==> src/lqvp_ram.sv <==
module lqvp_ram #(
	parameter int WIDTH = 32,
	parameter int DEPTH = 128
) (
	input  logic                     clk,
	input  logic                     wr_en,
	input  logic [$clog2(DEPTH)-1:0] wr_addr,
	input  logic [WIDTH-1:0]         wr_data,
	input  logic                     rd_en,
	input  logic [$clog2(DEPTH)-1:0] rd_addr,
	output logic [WIDTH-1:0]         rd_data
);

	logic [WIDTH-1:0] mem [DEPTH];

	always_ff @(posedge clk) begin
		if (wr_en) begin
			mem[wr_addr] <= wr_data;
		end
		if (rd_en) begin
			rd_data <= mem[rd_addr];
		end
	end

endmodule

==> config.mk <==
export PLATFORM = sky130hd
export DESIGN_NAME = lqvp_ram
export DESIGN_NICKNAME = d
export VERILOG_FILES = /design/src/lqvp_ram.sv
export SDC_FILE = /design/constraint.sdc
export NUM_CORES = 2
export LEC_CHECK = 0
export BUFFER_PORTS_ARGS = -buffer_cell sky130_fd_sc_hd__buf_4
export CORE_MARGIN = 1.5
export CORE_UTILIZATION = 68
export DETAILED_ROUTE_END_ITERATION = 6
export GPL_ROUTABILITY_DRIVEN = 0
export PLACE_DENSITY = 0.95
export SLEW_MARGIN = 40
export SYNTH_ARGS = -nofsm -noshare
export SYNTH_HDL_FRONTEND = slang
export SYNTH_SLANG_ARGS = --single-unit
==> constraint.sdc <==
create_clock -name clk -period 6.9 [get_ports clk]
set_clock_uncertainty 0.05 [all_clocks]
set_input_delay 1.38 -clock clk [delete_from_list [all_inputs] [get_ports clk]]
set_output_delay 1.38 -clock clk [all_outputs]
set_load 0.1 [all_outputs]
==> flow_summary.json, run 1 <==
{
  "status": "aborted with a tool error",
  "failed_stage": "4_1_cts",
  "stop_error": "[ERROR DPL-0033] detailed placement checks failed during check placement.",
  "synth_commonest_cells": "sky130_fd_sc_hd__edfxtp_1, sky130_fd_sc_hd__mux4_2, sky130_fd_sc_hd__clkbuf_1, sky130_fd_sc_hd__nor2_1, sky130_fd_sc_hd__buf_2",
  "io_buffers": 80,
  "clkSinkCount": 4128,
  "ys.flop_type": "sky130_fd_sc_hd__edfxtp_1",
  "cts_repair_resize_count": 0,
  "cts.repair_timing.setup_buffer_count": 0,
  "chipHeight_um": 483,
  "synth.largest_area_cell": "sky130_fd_sc_hd__edfxtp_1",
  "initial_core_utilization_pct": 68.6,
  "clk_root_buffer_cell": "sky130_fd_sc_hd__clkbuf_16",
  "cts_hold_repair.buffers": 0,
  "yosys.area.top_type_share_pct": 79.2,
  "std_cell_rows": 175,
  "yosysWarningCount": 0,
  "ys_async_sr_fraction_pct": 0,
  "top_level_ports": 81,
  "yosys-top-cells-area": "sky130_fd_sc_hd__edfxtp_1, sky130_fd_sc_hd__mux4_2, sky130_fd_sc_hd__clkbuf_1",
  "synth.distinct_cells": 16,
  "synth-edff-count": 4128,
  "net_count_of_the_mapped_netlist": 6039,
  "syn-instance-count": 5990,
  "cts_inserted_buffers": 390,
  "detailedPlacementHpwl_um": 293000,
  "die_w_um": 483,
  "share_of_synthesized_area_occupied_by_flip_flops_and_latches_pct": 79.2,
  "clock_tree.buffer_depth": 4,
  "h-tree-depth": 5,
  "syn_area_sq_um": 157000,
  "synth.avg_cell_area_sq_um": 26.1,
  "post-synth-top-count-cell": "sky130_fd_sc_hd__edfxtp_1",
  "synth-seq-cells": 4128
}
cells by family after synthesis:
logic type             synth area share, %
buffers and inverters                0.837
DFF                                   79.2
muxes                                 19.6
and+or+nand+nor                      0.445
stage by stage:
stage | worst slack [ps] | instance area [sq um] | utilization (%) | cells
floorplan | 2230 | 157000 | - | 5990
global placement | 1690 | 163000 | 71.4 | 9015
detailed placement | 1440 | 164000 | 71.8 | 9046
==> run 2: changes to the inputs <==
- CORE_UTILIZATION: 68 -> 40
- PLACE_DENSITY: 0.95 -> unset
- PLACE_DENSITY_LB_ADDON: unset -> 0.15
==> run 2 against run 1 <==
The run now ends clean; synthesized cell count is the same; synthesized area is the same.
==> flow_summary.json, run 2 <==
{
  "report.final.slew_viol_count": 0,
  "syn2layout_area_growth_pct": 16.5,
  "syn-instance-count": 5990,
  "number_of_flip_flops_under_the_largest_register_name": 4096,
  "critical_path_class": "input pin to flip-flop",
  "proportion_of_layout_cells_with_a_drive_suffix_above_1_pct": 37.6,
  "cts_hold_repair.buffers": 0,
  "final_common_cell": "sky130_fd_sc_hd__edfxtp_1",
  "cts.repair_timing.setup_buffer_count": 0,
  "worst_ep_required_time_ps": 7580,
  "status": "finished clean",
  "chipHeight_um": 629,
  "ys_async_sr_fraction_pct": 0,
  "routed-via-count": 72567,
  "detailedPlacementHpwl_um": 273000,
  "top_level_ports": 81,
  "utilization_pct": 46.9,
  "first_iter_violations": 10005,
  "cts_inserted_buffers": 433,
  "worst_reg2reg_path_startpoint": "mem[45][16]",
  "ys.flop_type": "sky130_fd_sc_hd__edfxtp_1",
  "h-tree-depth": 5,
  "yosysWarningCount": 0,
  "arrival_ps": 4960,
  "number_of_cells_in_the_design_after_placement": 11355,
  "yosys-top-cells-area": "sky130_fd_sc_hd__edfxtp_1, sky130_fd_sc_hd__mux4_2, sky130_fd_sc_hd__clkbuf_1",
  "post-route-min-period_ps": 4280,
  "firstDrtPassIters": 5,
  "io_buffers": 80,
  "cts_tree": "yes",
  "routed_wirelength_um": 461000,
  "overflow": 0,
  "max_cap_violations": 0,
  "cts_repair_resize_count": 0,
  "synth.largest_area_cell": "sky130_fd_sc_hd__edfxtp_1",
  "synth-edff-count": 4128,
  "worst_rel_slew_slack_pct": 41.1,
  "filler_cell_count": 31349,
  "crit_fanout": 68,
  "max_slew.worst_pin.slew_ps": 881,
  "power_density_nw_per_um2": 294,
  "hold_path_depth": 1,
  "whs_ps": 771,
  "fin_cells": 12194,
  "die_w_um": 629,
  "synth.distinct_cells": 16,
  "synth-seq-cells": 4128,
  "syn_area_sq_um": 157000,
  "net_count_of_the_mapped_netlist": 6039,
  "hp-start": "wr_data[27]",
  "biggestRegsByFlops": "mem: 4096 flops, rd_data: 32 flops",
  "wire_length_of_the_first_global_routing_pass_um": 629000,
  "share_of_synthesized_area_occupied_by_flip_flops_and_latches_pct": 79.2,
  "worstSetupEndpointType": "flip-flop",
  "post-synth-top-count-cell": "sky130_fd_sc_hd__edfxtp_1",
  "tns_ps": 0,
  "yosys.area.top_type_share_pct": 79.2,
  "synth.avg_cell_area_sq_um": 26.1,
  "wl_per_cell_um": 37.8,
  "clk_root_buffer_cell": "sky130_fd_sc_hd__clkbuf_16",
  "hold_violations": 0,
  "synth_commonest_cells": "sky130_fd_sc_hd__edfxtp_1, sky130_fd_sc_hd__mux4_2, sky130_fd_sc_hd__clkbuf_1, sky130_fd_sc_hd__nor2_1, sky130_fd_sc_hd__buf_2",
  "std_cell_rows": 229,
  "rr_worst_depth": 4,
  "finalNetCount": 6651,
  "worst_slack_at_placement_ps": 1580,
  "clock_tree.buffer_depth": 4,
  "first_global_vias": 73148,
  "critPathLaunchType": "input pin",
  "mostFrequentLayoutCells": "sky130_fd_sc_hd__edfxtp_1, sky130_fd_sc_hd__mux4_2, sky130_fd_sc_hd__clkbuf_16, sky130_fd_sc_hd__buf_4, sky130_fd_sc_hd__nor2_4",
  "final.period_utilization_pct": 62.0,
  "report.power.total_mw": 53.7,
  "grt_overall_usage_pct": 23.2,
  "clkSinkCount": 4128,
  "final-setup-viol-count": 0,
  "worstHoldPathType": "input pin to flip-flop",
  "antenna_found_initial": 62,
  "max_clock_freq_mhz": 234,
  "crit-reg2reg-capture": "rd_data[16]",
  "ant_nets": 0,
  "drt_drc_violations_left": 0,
  "coreArea_sq_um": 389000,
  "initial_core_utilization_pct": 40.2,
  "post_drt_via_cell_ratio": 5.95,
  "layout.cell_area.non_filler_sq_um": 183000,
  "ir_drop_worst_vdd_mv": 0.219,
  "setup_slack_of_the_critical_path_after_layout_ps": 2620,
  "largest_register": "mem",
  "setup_repair_after_global_routing_missed_its_margin": "false",
  "holdPathEnd": "mem[114][27]",
  "clk_transition_reported_paths_ps": 60,
  "power_leakage_nw": 55.9,
  "clock_insertion_delay_worst_skew_ps": 980,
  "detailed_place.area_sq_um": 168000,
  "die_area_sq_um": 395000,
  "maximum_number_of_pins_on_one_net_before_global_route_repair": 96,
  "reg2reg_slack_ps": 4050
}
==> run 2: cell counts after synthesis <==
Identical to the previous run, type by type.
==> run 2: cells by family after synthesis <==
family | Yosys count | synth area share (%)
flip-flops | 4128 | 79.2
AND/OR/NAND/NOR | 170 | 0.445
buffers and inverters | 316 | 0.837
multiplexers | 1376 | 19.6
==> run 2: report_power, final <==
part / total, mW / internal (mW) / switching (mW) / leakage (nW)
Sequential: 27.8 / 27.7 / 0.0892 / 37.1
Clock: 23.0 / 13.2 / 9.77 / 6.79
Combinational: 2.88 / 1.06 / 1.83 / 12.0
==> run 2: critical path: stages <==
cell and delay, ps:
sky130_fd_sc_hd__buf_16 490, sky130_fd_sc_hd__buf_4 680, sky130_fd_sc_hd__mux4_2 610, sky130_fd_sc_hd__mux4_2 530
sky130_fd_sc_hd__mux4_2 720, sky130_fd_sc_hd__mux2_2 370
==> run 2: final cells by class <==
type                    instances  area, sq um  share of cell area, %
flip-flops and latches       4128       124000                   67.9
multi-input cells            1546        32300                   17.7
clock buffers                 529        11300                   6.20
well taps                    5197         6500                   3.56
repair buffers                493         5740                   3.15
clock inverters               275         2580                   1.41
diodes                         26         65.1                 0.0356
==> run 2: layer usage <==
metal	track usage (%)	wire, um	vias up
li1	-	-	27770
met1	34.0	196000	41146
met2	36.6	219000	3038
met3	3.51	33800	593
met4	5.88	12300	20
met5	0	142	-
==> run 2: worst max-delay path by stage <==
stage / from / to / slack, ps / depth (start not counted)
after floorplan: wr_en / mem[98][0] / 2230 / 3
after global placement: rd_addr[0] / rd_data[5] / 1560 / 6
after detailed placement: rd_addr[0] / rd_data[5] / 1580 / 6
after CTS: rd_addr[0] / rd_data[5] / 2670 / 6
after global routing: rd_addr[0] / rd_data[5] / 2540 / 6
final: rd_addr[0] / rd_data[5] / 2620 / 6
(Power assumes the default switching activity.)
